**src/rtl/core/scpm_pkg.sv**
```systemverilog
// Package of the shared channel poll master: widths, codes, result type.
// No dependencies.
`default_nettype none
package scpm_pkg;
   localparam int unsigned SLOTS_DEF = 16;
   localparam int unsigned CSR_IDX_W = 3;
   localparam int unsigned CSR_DATA_W = 16;

   localparam logic [2:0] OP_TX_SLOT = 3'd0;
   localparam logic [2:0] OP_BCAST   = 3'd1;
   localparam logic [2:0] OP_ACK     = 3'd2;
   localparam logic [2:0] OP_BURST   = 3'd3;
   localparam logic [2:0] OP_SEND    = 3'd4;
   localparam logic [2:0] OP_CLOSED  = 3'd5;

   localparam logic [3:0] K_POLL_BEGIN = 4'd0;
   localparam logic [3:0] K_POLL       = 4'd1;
   localparam logic [3:0] K_POLL_END   = 4'd2;
   localparam logic [3:0] K_ADDR_AVAIL = 4'd3;
   localparam logic [3:0] K_CHAN_AVAIL = 4'd4;
   localparam logic [3:0] K_BUSY       = 4'd5;
   localparam logic [3:0] K_NEW_SLAVE  = 4'd6;
   localparam logic [3:0] K_DATA       = 4'd7;
   localparam logic [3:0] K_URGENT     = 4'd8;
   localparam logic [3:0] K_CLOSED     = 4'd9;

   localparam logic [2:0] R_NET_IDENT   = 3'd0;
   localparam logic [2:0] R_BUDGET_INIT = 3'd1;
   localparam logic [2:0] R_INTERVAL    = 3'd2;
   localparam logic [2:0] R_TIMEOUT     = 3'd3;
   localparam logic [2:0] R_BURST       = 3'd4;
   localparam logic [2:0] R_CONTROL     = 3'd5;
   localparam logic [2:0] R_REQ_ADDR    = 3'd6;
   localparam logic [2:0] R_CONFIRM     = 3'd7;

   localparam logic [1:0] ST_OK      = 2'd0;
   localparam logic [1:0] ST_UNKNOWN = 2'd1;
   localparam logic [1:0] ST_NO_ADDR = 2'd2;

   localparam logic [15:0] ADDR_BCAST = 16'hFFFF;
   localparam logic [15:0] ADDR_SIG2  = 16'hFFFE;

   typedef struct packed {
      logic [2:0]  operation;
      logic [2:0]  channel;
      logic [31:0] now;
      logic [15:0] src_address;
      logic [47:0] msg_body;
      logic        extra_bytes;
      logic [31:0] target_device;
   } req_word_type;

   typedef struct packed {
      logic [2:0]  out_channel;
      logic [3:0]  kind;
      logic [15:0] address;
      logic [31:0] device;
      logic [3:0]  slot;
      logic        found;
      logic [1:0]  status;
   } rsp_word_type;

   typedef struct packed {
      logic [15:0] net_ident;
      logic [7:0]  budget_init;
      logic [15:0] interval;
      logic [15:0] timeout;
      logic [7:0]  burst;
      logic [7:0]  control_code;
      logic [7:0]  req_addr_code;
      logic [7:0]  confirm_code;
   } csr_type;

   // one table entry as stored in memory
   typedef struct packed {
      logic [31:0] device;
      logic [15:0] address;
      logic [31:0] last_rx;
      logic [15:0] timeout;
      logic [15:0] interval;
      logic [7:0]  burst;
      logic [7:0]  poll_tally;
      logic [31:0] due_at;
   } entry_type;
endpackage
`default_nettype wire

```
**src/rtl/core/scpm_if.sv**
```systemverilog
// Valid/ready channel interface carrying one word of type T.
// Depends on scpm_pkg types passed as parameter.
`default_nettype none
interface scpm_if #(parameter type T = logic) (input wire logic clock);
   logic valid;
   logic ready;
   T     data;
   modport source (output valid, output data, input ready);
   modport sink (input valid, input data, output ready);
endinterface
`default_nettype wire

```
**src/rtl/core/shared_channel_poll_master_top.sv**
```systemverilog
// Top level of the shared channel poll master: channels, CSRs, output register.
// Depends on scpm_pkg, scpm_if, scpm_engine.
//
//  channel | dir | word
//  req_    | in  | operation, channel, now, src_address, msg_body, extra_bytes, target_device
//  rsp_    | out | out_channel, kind, address, device, slot, found, status
//  csr_    | in  | write enable, index, data
//
// One item at a time. A table search item takes one sweep on the single read port;
// a tx slot reads and evaluates each live entry it passes; a confirm adds one table
// sweep per candidate of the free address search.
// Reset is synchronous; no clearing pass (entry validity is in flip-flops).
// A waiting result blocks req_ until rsp_ takes it.
`default_nettype none
module shared_channel_poll_master_top import scpm_pkg::*; #(
   parameter int unsigned SLOTS = SLOTS_DEF
) (
   input wire logic clock,
   input wire logic reset,
   scpm_if.sink     req_ch,
   scpm_if.source   rsp_ch,
   input wire logic                  csr_we,
   input wire logic [CSR_IDX_W-1:0]  csr_index,
   input wire logic [CSR_DATA_W-1:0] csr_wdata
);
   csr_type      csr_ff;
   logic         eng_busy, res_valid;
   rsp_word_type res_word;
   logic         out_valid_ff;
   rsp_word_type out_word_ff;
   logic         start;

   assign req_ch.ready = !eng_busy && !out_valid_ff;
   assign start = req_ch.valid && req_ch.ready;
   assign rsp_ch.valid = out_valid_ff;
   assign rsp_ch.data = out_word_ff;

   always_ff @(posedge clock) begin
      if (reset) begin
         csr_ff.net_ident <= 16'd0;
         csr_ff.budget_init <= 8'd8;
         csr_ff.interval <= 16'd1000;
         csr_ff.timeout <= 16'd10000;
         csr_ff.burst <= 8'd3;
         csr_ff.control_code <= 8'd0;
         csr_ff.req_addr_code <= 8'd1;
         csr_ff.confirm_code <= 8'd2;
         out_valid_ff <= 1'b0;
      end else begin
         if (csr_we) begin
            case (csr_index)
               R_NET_IDENT:   csr_ff.net_ident <= csr_wdata;
               R_BUDGET_INIT: csr_ff.budget_init <= csr_wdata[7:0];
               R_INTERVAL:    csr_ff.interval <= csr_wdata;
               R_TIMEOUT:     csr_ff.timeout <= csr_wdata;
               R_BURST:       csr_ff.burst <= csr_wdata[7:0];
               R_CONTROL:     csr_ff.control_code <= csr_wdata[7:0];
               R_REQ_ADDR:    csr_ff.req_addr_code <= csr_wdata[7:0];
               R_CONFIRM:     csr_ff.confirm_code <= csr_wdata[7:0];
               default: ;
            endcase
         end
         if (res_valid) begin
            out_valid_ff <= 1'b1;
            out_word_ff <= res_word;
         end else if (rsp_ch.ready) begin
            out_valid_ff <= 1'b0;
         end
      end
   end

   scpm_engine #(.SLOTS(SLOTS)) u_engine (
      .clock(clock), .reset(reset), .csr(csr_ff), .start(start),
      .req(req_ch.data), .busy(eng_busy), .res_valid(res_valid), .res_word(res_word)
   );
endmodule
`default_nettype wire

```
**src/rtl/core/scpm_table.sv**
```systemverilog
// Slave table memory: one write port, one read port with a registered read.
// Depends on scpm_pkg.
`default_nettype none
module scpm_table import scpm_pkg::*; #(
   parameter int unsigned SLOTS = SLOTS_DEF,
   localparam int unsigned IW = (SLOTS > 1) ? $clog2(SLOTS) : 1
) (
   input  wire logic      clock,
   input  wire logic      wr_en,
   input  wire logic [IW-1:0] wr_idx,
   input  wire entry_type wr_data,
   input  wire logic [IW-1:0] rd_idx,
   output entry_type      rd_data
);
   entry_type mem [SLOTS];
   always_ff @(posedge clock) begin
      if (wr_en) begin
         mem[wr_idx] <= wr_data;
      end
      rd_data <= mem[rd_idx];
   end
endmodule
`default_nettype wire

```
**src/rtl/core/scpm_engine.sv**
```systemverilog
// Sequencer of the poll master: sweeps the table memory, one entry a cycle in a scan.
// Depends on scpm_pkg and scpm_table.
`default_nettype none
module scpm_engine import scpm_pkg::*; #(
   parameter int unsigned SLOTS = SLOTS_DEF,
   localparam int unsigned IW = (SLOTS > 1) ? $clog2(SLOTS) : 1,
   localparam int unsigned CW = $clog2(SLOTS + 1)
) (
   input  wire logic         clock,
   input  wire logic         reset,
   input  wire csr_type      csr,
   input  wire logic         start,
   input  wire req_word_type req,
   output logic              busy,
   output logic              res_valid,
   output rsp_word_type      res_word
);
   typedef enum logic [3:0] {
      S_IDLE, S_SCAN, S_SCAN_WAIT, S_DECIDE, S_WALK_RD, S_WALK_WAIT, S_WALK_EVAL,
      S_ADV_SCAN, S_ADV_WAIT, S_WRITE, S_FINISH
   } state_type;

   state_type    state_ff;
   req_word_type req_ff;
   logic [SLOTS-1:0] valid_ff;
   logic [IW-1:0] idx_ff;
   logic [CW-1:0] cursor_ff;
   logic          phase_ff;
   logic [7:0]    budget_ff;
   logic [31:0]   pend_ff;
   logic          alt_ff;
   logic [15:0]   nfa_ff;
   logic [15:0]   cand_ff;
   // scan results
   logic          hit_addr_ff, hit_dev_ff;
   logic [IW-1:0] addr_slot_ff, dev_slot_ff;
   logic          in_use_ff;
   logic          free_ok_ff;
   logic [IW-1:0] free_slot_ff;
   logic          dev_pend_hit_ff;
   logic [IW-1:0] dev_pend_slot_ff;
   // entry being modified
   entry_type     ent_ff;
   logic [IW-1:0] ent_idx_ff;
   logic          adv_after_ff;

   logic          wr_en;
   logic [IW-1:0] rd_idx;
   entry_type     rd_data;

   scpm_table #(.SLOTS(SLOTS)) u_table (
      .clock(clock), .wr_en(wr_en), .wr_idx(ent_idx_ff), .wr_data(ent_ff),
      .rd_idx(rd_idx), .rd_data(rd_data)
   );

   // index of the entry read last cycle
   logic [IW-1:0] prev_idx_ff;

   function automatic logic [CW-1:0] next_valid(input logic [SLOTS-1:0] v,
                                                 input logic [CW-1:0] from);
      logic [CW-1:0] r;
      r = CW'(SLOTS);
      for (int i = SLOTS - 1; i >= 0; i--) begin
         if (v[i] && (CW'(i) >= from)) begin
            r = CW'(i);
         end
      end
      return r;
   endfunction

   logic [7:0] b0;
   assign b0 = req_ff.msg_body[7:0];
   logic is_sig;
   assign is_sig = (req_ff.src_address == ADDR_BCAST) || (req_ff.src_address == ADDR_SIG2);

   rsp_word_type blank;
   always_comb begin
      blank = '0;
      blank.out_channel = req_ff.channel;
   end

   always_comb begin
      rd_idx = idx_ff;
      if (state_ff == S_WALK_RD) begin
         rd_idx = cursor_ff[IW-1:0];
      end
   end
   assign wr_en = (state_ff == S_WRITE);
   assign busy = (state_ff != S_IDLE);

   logic [31:0] expire;
   assign expire = rd_data.last_rx + 32'(rd_data.timeout);

   always_ff @(posedge clock) begin
      prev_idx_ff <= rd_idx;
      if (reset) begin
         state_ff <= S_IDLE;
         valid_ff <= '0;
         cursor_ff <= CW'(SLOTS);
         phase_ff <= 1'b0;
         budget_ff <= '0;
         pend_ff <= '0;
         alt_ff <= 1'b0;
         nfa_ff <= 16'd1;
         res_valid <= 1'b0;
      end else begin
         res_valid <= 1'b0;
         case (state_ff)
            S_IDLE: begin
               if (start) begin
                  req_ff <= req;
                  idx_ff <= '0;
                  hit_addr_ff <= 1'b0;
                  hit_dev_ff <= 1'b0;
                  dev_pend_hit_ff <= 1'b0;
                  adv_after_ff <= 1'b0;
                  state_ff <= S_SCAN;
                  if (req.operation == OP_TX_SLOT) begin
                     state_ff <= S_DECIDE;
                  end
               end
            end
            S_SCAN: begin
               // issue reads of all entries; compare each read in the cycle after it is issued
               if (idx_ff == IW'(SLOTS - 1)) begin
                  state_ff <= S_SCAN_WAIT;
               end else begin
                  idx_ff <= idx_ff + 1'b1;
               end
               if (idx_ff != '0) begin
                  if (valid_ff[prev_idx_ff] && !hit_addr_ff &&
                      rd_data.address == req_ff.src_address) begin
                     hit_addr_ff <= 1'b1; addr_slot_ff <= prev_idx_ff;
                  end
                  if (valid_ff[prev_idx_ff] && !hit_dev_ff &&
                      rd_data.device == req_ff.target_device) begin
                     hit_dev_ff <= 1'b1; dev_slot_ff <= prev_idx_ff;
                  end
                  if (valid_ff[prev_idx_ff] && !dev_pend_hit_ff &&
                      rd_data.device == pend_ff) begin
                     dev_pend_hit_ff <= 1'b1; dev_pend_slot_ff <= prev_idx_ff;
                  end
               end
            end
            S_SCAN_WAIT: begin
               if (valid_ff[prev_idx_ff] && !hit_addr_ff &&
                   rd_data.address == req_ff.src_address) begin
                  hit_addr_ff <= 1'b1; addr_slot_ff <= prev_idx_ff;
               end
               if (valid_ff[prev_idx_ff] && !hit_dev_ff &&
                   rd_data.device == req_ff.target_device) begin
                  hit_dev_ff <= 1'b1; dev_slot_ff <= prev_idx_ff;
               end
               if (valid_ff[prev_idx_ff] && !dev_pend_hit_ff &&
                   rd_data.device == pend_ff) begin
                  dev_pend_hit_ff <= 1'b1; dev_pend_slot_ff <= prev_idx_ff;
               end
               free_ok_ff <= ~&valid_ff;
               free_slot_ff <= '0;
               for (int i = SLOTS - 1; i >= 0; i--) begin
                  if (!valid_ff[i]) free_slot_ff <= IW'(i);
               end
               state_ff <= S_DECIDE;
            end
            S_DECIDE: begin
               state_ff <= S_FINISH;
               case (req_ff.operation)
                  OP_TX_SLOT: begin
                     if (budget_ff != 8'd0) begin
                        budget_ff <= budget_ff - 8'd1;
                        if (phase_ff) begin
                           res_word <= blank;
                           res_word.kind <= K_BUSY;
                           res_word.device <= pend_ff;
                           res_valid <= 1'b1;
                        end
                     end else begin
                        phase_ff <= 1'b0;
                        state_ff <= S_WALK_RD;
                     end
                  end
                  OP_BCAST, OP_ACK, OP_BURST: begin
                     if (is_sig) begin
                        if (req_ff.extra_bytes) begin
                           // discarded
                        end else if (!phase_ff) begin
                           if (b0 == csr.req_addr_code) begin
                              phase_ff <= 1'b1;
                              pend_ff <= req_ff.msg_body[47:16];
                              budget_ff <= csr.budget_init;
                           end
                        end else if (b0 == csr.confirm_code) begin
                           if (dev_pend_hit_ff) begin
                              idx_ff <= dev_pend_slot_ff;
                              state_ff <= S_WALK_WAIT;
                              ent_idx_ff <= dev_pend_slot_ff;
                           end else if (free_ok_ff) begin
                              valid_ff[free_slot_ff] <= 1'b1;
                              ent_idx_ff <= free_slot_ff;
                              ent_ff.device <= pend_ff;
                              ent_ff.address <= nfa_ff;
                              ent_ff.last_rx <= req_ff.now;
                              ent_ff.interval <= csr.interval;
                              ent_ff.timeout <= csr.timeout;
                              ent_ff.burst <= csr.burst;
                              ent_ff.poll_tally <= '0;
                              ent_ff.due_at <= '0;
                              res_word <= blank;
                              res_word.kind <= K_NEW_SLAVE;
                              res_word.address <= nfa_ff;
                              res_word.device <= pend_ff;
                              res_word.slot <= 4'(free_slot_ff);
                              res_valid <= 1'b1;
                              adv_after_ff <= 1'b1;
                              state_ff <= S_WRITE;
                           end else begin
                              // table full: nothing to write, only the address search
                              cand_ff <= nfa_ff + 16'd1;
                              idx_ff <= '0;
                              in_use_ff <= 1'b0;
                              state_ff <= S_ADV_SCAN;
                           end
                           budget_ff <= '0;
                           pend_ff <= '0;
                        end
                     end else if (req_ff.operation == OP_BCAST) begin
                        if (hit_addr_ff && b0 == csr.control_code) begin
                           idx_ff <= addr_slot_ff;
                           ent_idx_ff <= addr_slot_ff;
                           state_ff <= S_WALK_WAIT;
                        end
                     end else begin
                        res_word <= blank;
                        res_word.kind <= K_DATA;
                        res_word.address <= req_ff.src_address;
                        res_word.found <= hit_addr_ff;
                        res_word.slot <= hit_addr_ff ? 4'(addr_slot_ff) : 4'd0;
                        if (hit_addr_ff) begin
                           idx_ff <= addr_slot_ff;
                           ent_idx_ff <= addr_slot_ff;
                           state_ff <= S_WALK_WAIT;
                        end else begin
                           res_valid <= 1'b1;
                        end
                     end
                  end
                  OP_SEND: begin
                     if (hit_dev_ff) begin
                        idx_ff <= dev_slot_ff;
                        ent_idx_ff <= dev_slot_ff;
                        state_ff <= S_WALK_WAIT;
                     end else begin
                        res_word <= blank;
                        res_word.kind <= K_URGENT;
                        res_word.status <= ST_UNKNOWN;
                        res_valid <= 1'b1;
                     end
                  end
                  OP_CLOSED: begin
                     res_word <= blank;
                     res_word.kind <= K_CLOSED;
                     res_valid <= 1'b1;
                  end
                  default: ;
               endcase
            end
            S_WALK_RD: begin
               if (cursor_ff >= CW'(SLOTS)) begin
                  alt_ff <= ~alt_ff;
                  res_word <= blank;
                  res_valid <= 1'b1;
                  if (alt_ff) begin
                     res_word.kind <= K_ADDR_AVAIL;
                     res_word.address <= nfa_ff;
                  end else begin
                     res_word.kind <= K_CHAN_AVAIL;
                     res_word.address <= csr.net_ident;
                     cursor_ff <= next_valid(valid_ff, '0);
                  end
                  state_ff <= S_FINISH;
               end else if (!valid_ff[cursor_ff[IW-1:0]]) begin
                  cursor_ff <= next_valid(valid_ff, cursor_ff + 1'b1);
               end else begin
                  ent_idx_ff <= cursor_ff[IW-1:0];
                  state_ff <= S_WALK_EVAL;
               end
            end
            S_WALK_WAIT: begin
               // memory read of idx_ff issued; data next cycle
               state_ff <= S_WALK_EVAL;
            end
            S_WALK_EVAL: begin
               ent_ff <= rd_data;
               state_ff <= S_WRITE;
               case (req_ff.operation)
                  OP_TX_SLOT: begin
                     if (req_ff.now > expire) begin
                        valid_ff[ent_idx_ff] <= 1'b0;
                        cursor_ff <= next_valid(valid_ff, cursor_ff + 1'b1);
                        state_ff <= S_WALK_RD;
                     end else if (req_ff.now < rd_data.due_at) begin
                        cursor_ff <= next_valid(valid_ff, cursor_ff + 1'b1);
                        state_ff <= S_WALK_RD;
                     end else begin
                        res_word <= blank;
                        res_word.address <= rd_data.address;
                        res_word.slot <= 4'(ent_idx_ff);
                        res_valid <= 1'b1;
                        if (rd_data.poll_tally == 8'd1) begin
                           res_word.kind <= K_POLL_BEGIN;
                        end else if ({1'b0, rd_data.poll_tally} + 9'd1 <
                                     {1'b0, rd_data.burst}) begin
                           res_word.kind <= K_POLL;
                        end else begin
                           res_word.kind <= K_POLL_END;
                        end
                        if (rd_data.poll_tally + 8'd1 >= rd_data.burst) begin
                           ent_ff.poll_tally <= '0;
                           ent_ff.due_at <= req_ff.now + 32'(rd_data.interval);
                           cursor_ff <= next_valid(valid_ff, cursor_ff + 1'b1);
                        end else begin
                           ent_ff.poll_tally <= rd_data.poll_tally + 8'd1;
                        end
                     end
                  end
                  OP_BCAST, OP_ACK, OP_BURST: begin
                     if (is_sig) begin
                        ent_ff.address <= nfa_ff;
                        ent_ff.last_rx <= req_ff.now;
                        adv_after_ff <= 1'b1;
                     end else if (req_ff.operation == OP_BCAST) begin
                        ent_ff.timeout <= req_ff.msg_body[39:24];
                        ent_ff.burst <= req_ff.msg_body[47:40];
                        if (rd_data.interval != req_ff.msg_body[23:8]) begin
                           ent_ff.interval <= req_ff.msg_body[23:8];
                           ent_ff.due_at <= req_ff.now + 32'(req_ff.msg_body[23:8]);
                        end
                     end else begin
                        res_word.device <= rd_data.device;
                        res_valid <= 1'b1;
                        if (req_ff.operation == OP_BURST) begin
                           ent_ff.last_rx <= req_ff.now;
                        end
                     end
                  end
                  default: begin
                     // send request
                     res_word <= blank;
                     res_word.kind <= K_URGENT;
                     res_word.device <= rd_data.device;
                     res_word.slot <= 4'(ent_idx_ff);
                     res_valid <= 1'b1;
                     if (rd_data.address == 16'd0) begin
                        res_word.status <= ST_NO_ADDR;
                        state_ff <= S_FINISH;
                     end else begin
                        res_word.address <= rd_data.address;
                        ent_ff.due_at <= '0;
                        ent_ff.poll_tally <= 8'd2;
                        if (cursor_ff >= CW'(SLOTS)) begin
                           cursor_ff <= CW'(ent_idx_ff);
                        end
                     end
                  end
               endcase
            end
            S_WRITE: begin
               // write-back; free address search follows if needed
               if (adv_after_ff) begin
                  cand_ff <= nfa_ff + 16'd1;
                  idx_ff <= '0;
                  in_use_ff <= 1'b0;
                  state_ff <= S_ADV_SCAN;
               end else begin
                  state_ff <= S_FINISH;
               end
            end
            S_ADV_SCAN: begin
               if (idx_ff == IW'(SLOTS - 1)) begin
                  state_ff <= S_ADV_WAIT;
               end else begin
                  idx_ff <= idx_ff + 1'b1;
               end
               if (idx_ff != '0 && valid_ff[prev_idx_ff] && rd_data.address == cand_ff) begin
                  in_use_ff <= 1'b1;
               end
            end
            S_ADV_WAIT: begin
               // one candidate per table sweep
               if ((in_use_ff || (valid_ff[prev_idx_ff] && rd_data.address == cand_ff)) ||
                   cand_ff == 16'd0 || cand_ff == ADDR_SIG2 || cand_ff == ADDR_BCAST) begin
                  cand_ff <= cand_ff + 16'd1;
                  idx_ff <= '0;
                  in_use_ff <= 1'b0;
                  state_ff <= S_ADV_SCAN;
               end else begin
                  nfa_ff <= cand_ff;
                  state_ff <= S_FINISH;
               end
            end
            S_FINISH: begin
               state_ff <= S_IDLE;
            end
            default: state_ff <= S_IDLE;
         endcase
      end
   end
endmodule
`default_nettype wire

```
**src/flat_wrapper.sv**
```systemverilog
// flat-port wrapper written by rule: the top's interface ports become plain ports
module shared_channel_poll_master_top_flat import scpm_pkg::*;
#(
   parameter int unsigned SLOTS = SLOTS_DEF
)
  (clock, reset, csr_we, csr_index, csr_wdata, req_ch_valid, req_ch_data, req_ch_ready, rsp_ch_valid, rsp_ch_data, rsp_ch_ready);
  scpm_if req_ch_i (.clock(clock));
  scpm_if rsp_ch_i (.clock(clock));
  input wire logic clock;
  input wire logic reset;
  input wire logic csr_we;
  input wire logic [CSR_IDX_W-1:0] csr_index;
  input wire logic [CSR_DATA_W-1:0] csr_wdata;
  input wire logic [$bits(req_ch_i.valid)-1:0] req_ch_valid;
  input wire logic [$bits(req_ch_i.data)-1:0] req_ch_data;
  output wire logic [$bits(req_ch_i.ready)-1:0] req_ch_ready;
  output wire logic [$bits(rsp_ch_i.valid)-1:0] rsp_ch_valid;
  output wire logic [$bits(rsp_ch_i.data)-1:0] rsp_ch_data;
  input wire logic [$bits(rsp_ch_i.ready)-1:0] rsp_ch_ready;
  assign req_ch_i.valid = req_ch_valid;
  assign req_ch_i.data = req_ch_data;
  assign req_ch_ready = req_ch_i.ready;
  assign rsp_ch_valid = rsp_ch_i.valid;
  assign rsp_ch_data = rsp_ch_i.data;
  assign rsp_ch_i.ready = rsp_ch_ready;
  shared_channel_poll_master_top #(.SLOTS(SLOTS)) u_core (.clock(clock), .reset(reset), .req_ch(req_ch_i), .rsp_ch(rsp_ch_i), .csr_we(csr_we), .csr_index(csr_index), .csr_wdata(csr_wdata));
endmodule
```
**config.mk**
```make
export PLATFORM = sky130hd
export DESIGN_NAME = shared_channel_poll_master_top_flat
export DESIGN_NICKNAME = d
export VERILOG_FILES = /design/src/rtl/core/scpm_pkg.sv /design/src/rtl/core/scpm_if.sv /design/src/rtl/core/shared_channel_poll_master_top.sv /design/src/rtl/core/scpm_table.sv /design/src/rtl/core/scpm_engine.sv /design/src/flat_wrapper.sv
export SDC_FILE = /design/constraint.sdc
export NUM_CORES = 2
export LEC_CHECK = 0
export ABC_CLOCK_PERIOD_IN_PS = 7200
export BUFFER_PORTS_ARGS = -buffer_cell sky130_fd_sc_hd__buf_2
export CAP_MARGIN = 10
export CORE_MARGIN = 2
export CORE_UTILIZATION = 45
export CTS_CLUSTER_DIAMETER = 40
export DETAILED_ROUTE_END_ITERATION = 8
export HOLD_SLACK_MARGIN = 0.02
export MAX_ROUTING_LAYER = met4
export SYNTH_ARGS = -nofsm -noshare
export SYNTH_HDL_FRONTEND = slang
export SYNTH_SLANG_ARGS = --single-unit
```
**constraint.sdc**
```tcl
create_clock -name clock -period 7.2 [get_ports clock]
set_input_delay 0 -clock clock [delete_from_list [all_inputs] [get_ports clock]]
set_output_delay 0 -clock clock [all_outputs]
set_load 0.01 [all_outputs]
```
==> results.tsv <==
stage	metric	value	unit
run_status	status	finished, final reports clean	
yosys	#FFs+latches synth	1521	
layout	post-layout net count	4598	
cts	CTS Hold Buffers Added	5	
cts	CTS Buffer Depth	3	
worst_setup_path	CP dominant cell by count	a311oi_1	
power	overall power	24.0	mW
routing	Starting DRT DRC Count	3730	
worst_setup_path	worst r2r path cells	9	
floorplanning	Die Ht	369	µm
timing	Pins Over Slew Limit	0	
timing	setup TNS	0	ps
cts	htree depth	4	
yosys	Synth Warn #	0	
placed_design	dpl ws	3060	ps
floorplanning	Die Wd	369	µm
timing	Fmax	241	MHz
min_path	hold path depth	4	
floorplanning	# rows	134	
global_route	number of global-route vias before repair	35000	
worst_setup_path	crit-path cells	nor4b_4 > mux2i_4 > buf_4 > buf_12 > nand2_1 > and3_1 > a311oi_1 > a311oi_1 > a31oi_1	
placed_design	routability cong.	0.834	
worst_setup_path	worst endpoint required time	7910	ps
power	PD cells	355	nW/µm²
timing	Final period util	57.6	%
timing	shortest period the worst path allows	4150	ps
yosys	number of synthesized flops with an enable pin	1385	
yosys	syn_area_per_cell	12.8	µm²
worst_setup_path	Setup crit start kind	flip-flop	
layout	most frequent cells in the layout	edfxtp_1 (1,385), nand2_1 (1,317), nand3_1 (668), clkbuf_16 (178), a311oi_1 (164)	
timing	Final setup viols	0	
yosys	post-synthesis sequential area ratio	73.8	%
job	number of max-cap violations	0	
layout	most common cell after layout, fill and taps aside	edfxtp_1	
routing	Via Count	36400	
worst_setup_path	CP Buf/Inv Count	2	
global_route	gr ovfl total	0	
cts	worst skew pair latency	790	ps
worst_setup_path	Slowest-stage cell, CP	nor4b_4	
cts	post-CTS setup buffer count	0	
yosys	ys async rst share	0	%
cts	CTS Buf Count	174	
routing	Routed WL	143000	µm
layout	share of cells above drive strength 1	8.37	%
worst_setup_path	crit path DAT	4860	ps
placed_design	DP HPWL	61000	µm
routing	vias per std cell	5.63	
cts	clock transition at the registers of the reported paths	60	ps
floorplanning	Starting Density	45.2	%
timing	RSZ-0062 raised after global routing	false	
power	Peak VDD IR	346	µV
timing	max_slew headroom	19.7	%
cts	CTS Root Cell	clkbuf_16	
floorplanning	Core ar.	133000	µm²
global_route	initial antenna violation count	1	
yosys	main flop type after synthesis	edfxtp_1	
layout	Ant. Diodes	0	
power	Leakage	23.0	nW
yosys	cell area after synthesis	60000	µm²
routing	Pre-antenna DRT Iters	7	
min_path	hold crit path type	in -> reg	
worst_setup_path	critical path's largest stage delay	810	ps
timing	setup ws final	3050	ps
timing	Final Skew	35.8	ps
layout	Area Growth Syn to Fin	12.6	%
worst_setup_path	crit path max fanout	170	
layout	Final Util	50.9	%
cts	# clock sinks	1521	
worst_setup_path	CP Class	reg -> reg	
global_route	first-pass GRT wire length	216000	µm
yosys	Post-Synthesis Cells	4707	
worst_setup_path	Crit path max-delay family	simple AND/OR/NAND/NOR gates	
yosys	Unique masters post-synth	66	
global_route	largest net degree at the start of global routing	171	
global_route	GRT Resource Usage Total	21.4	%
worst_setup_path	critical path depth in cells	9	
routing	Residual DRC	0	
routing	DR WL/cell	22.1	µm
timing	Final Hold Fails	0	
routing	Antenna Nets Post-Route	0	
layout	fill count	11200	
cts	TritonCTS clock tree	yes	
placed_design	Port Buffers	5	
timing	Worst Max-Slew Pin Slew	1200	ps
worst_setup_path	critical path capture point type	flip-flop	
cts	Gates resized, CTS repair	0	
floorplanning	# IOs	28	
floorplanning	Die ar.	136000	µm²
yosys	syn_nets	4748	
## Yosys cell counts (all sizes together) (6+ instances only)
| cell type | instances | share of area (%) |
|---|---|---|
| a2111oi | 6 | 0.098 |
| a211oi | 6 | 0.075 |
| a21o | 20 | 0.25 |
| a21oi | 22 | 0.18 |
| a311oi | 164 | 2.4 |
| a31oi | 85 | 0.89 |
| and3 | 87 | 0.91 |
| buf | 128 | 1.1 |
| clkbuf | 269 | 1.7 |
| dfxtp | 136 | 4.5 |
| edfxtp | 1385 | 69 |
| ha | 16 | 0.33 |
| inv | 34 | 0.21 |
| mux2i | 35 | 0.58 |
| mux4 | 10 | 0.38 |
| nand2 | 1317 | 8.2 |
| nand2b | 12 | 0.13 |
| nand3 | 668 | 5.6 |
| nand4 | 14 | 0.15 |
| nor2 | 78 | 0.49 |
| nor2b | 16 | 0.17 |
| nor3 | 16 | 0.14 |
| nor4 | 18 | 0.19 |
| o211ai | 8 | 0.10 |
| o21ai | 35 | 0.29 |
| o21bai | 6 | 0.075 |
| o31ai | 6 | 0.075 |
| xnor2 | 33 | 0.48 |
| xor2 | 20 | 0.29 |
## layer usage
metal	up-vias	track usage (%)	share of wire, %
li1	16800	-	-
met1	18300	30.3	46
met2	1102	32.7	46
met3	217	3.18	6.0
met4	0	5.44	1.7
met5	-	-	0
## area by class of cell
type | count | area [µm²] | share of cell area, %
clock buffers | 222 | 4730 | 7.00
clock inverters | 103 | 1250 | 1.85
inverters | 35 | 149 | 0.220
multi-input cells | 2754 | 14100 | 20.9
flip-flops and latches | 1521 | 44300 | 65.5
well taps | 1768 | 2210 | 3.27
repair buffers | 71 | 808 | 1.20
## path summary, 6_finish.rpt
| check | startpoint | to | slack [ps] |
|---|---|---|---|
| setup / recovery | u_core.u_engine.state_ff[2] | u_core.u_engine.u_table.rd_data[1] | 3050 |
| hold / removal | reset | u_core.u_engine.budget_ff[2] | 350 |
| setup reg to reg | u_core.u_engine.state_ff[2] | u_core.u_engine.u_table.rd_data[1] | 3050 |
| hold reg to reg | u_core.u_engine.u_table.rd_data[16] | u_core.u_engine.ent_ff[16] | 430 |
## sequential cells by signal, summed over array words and instances (netlist names), 5 cells and up
signal,count
u_core.u_engine.u_table.mem,1280
u_core.u_engine.ent_ff,80
u_core.u_engine.u_table.rd_data,80
u_core.u_engine.cand_ff,16
u_core.u_engine.nfa_ff,16
u_core.u_engine.valid_ff,16
u_core.u_engine.budget_ff,8
u_core.u_engine.cursor_ff,5
## kinds of logic after synthesis
logic type | count (synthesis) | synth area share, %
and+or+nand+nor | 2251 | 16.3
DFF | 1521 | 73.8
buffers and inverters | 432 | 2.97
AOI/OAI and AO/OA | 386 | 4.83
xor gates and xnor gates | 53 | 0.773
muxes | 47 | 0.996
adders and majority gates | 16 | 0.333
other | 1 | 0.00625
## worst register-to-register path, stage by stage (launching register included)
cell      delay (ps)
dfxtp_1          680
nor4b_4          820
mux2i_4          470
buf_4            450
buf_12           640
nand2_1          230
and3_1           200
a311oi_1         290
a311oi_1         100
a31oi_1          200
## power breakdown
part | switching (mW) | internal [mW] | leakage [nW]
clock | 3.62 | 5.43 | 2.91
combinational | 3.18 | 1.46 | 6.53
sequential | 0.368 | 9.93 | 13.6
total | 7.17 | 16.8 | 23.0
## stage by stage
stage	std cells	hold WS, ps	instance area [µm²]
2_1_floorplan	4707	178	60100
6_report	6474	350	67600
4_1_cts	6474	313	67600
3_5_place_dp	6144	315	61600
5_1_grt	6474	397	67600
3_3_place_gp	6144	308	61600
(Power assumes the default switching activity.)
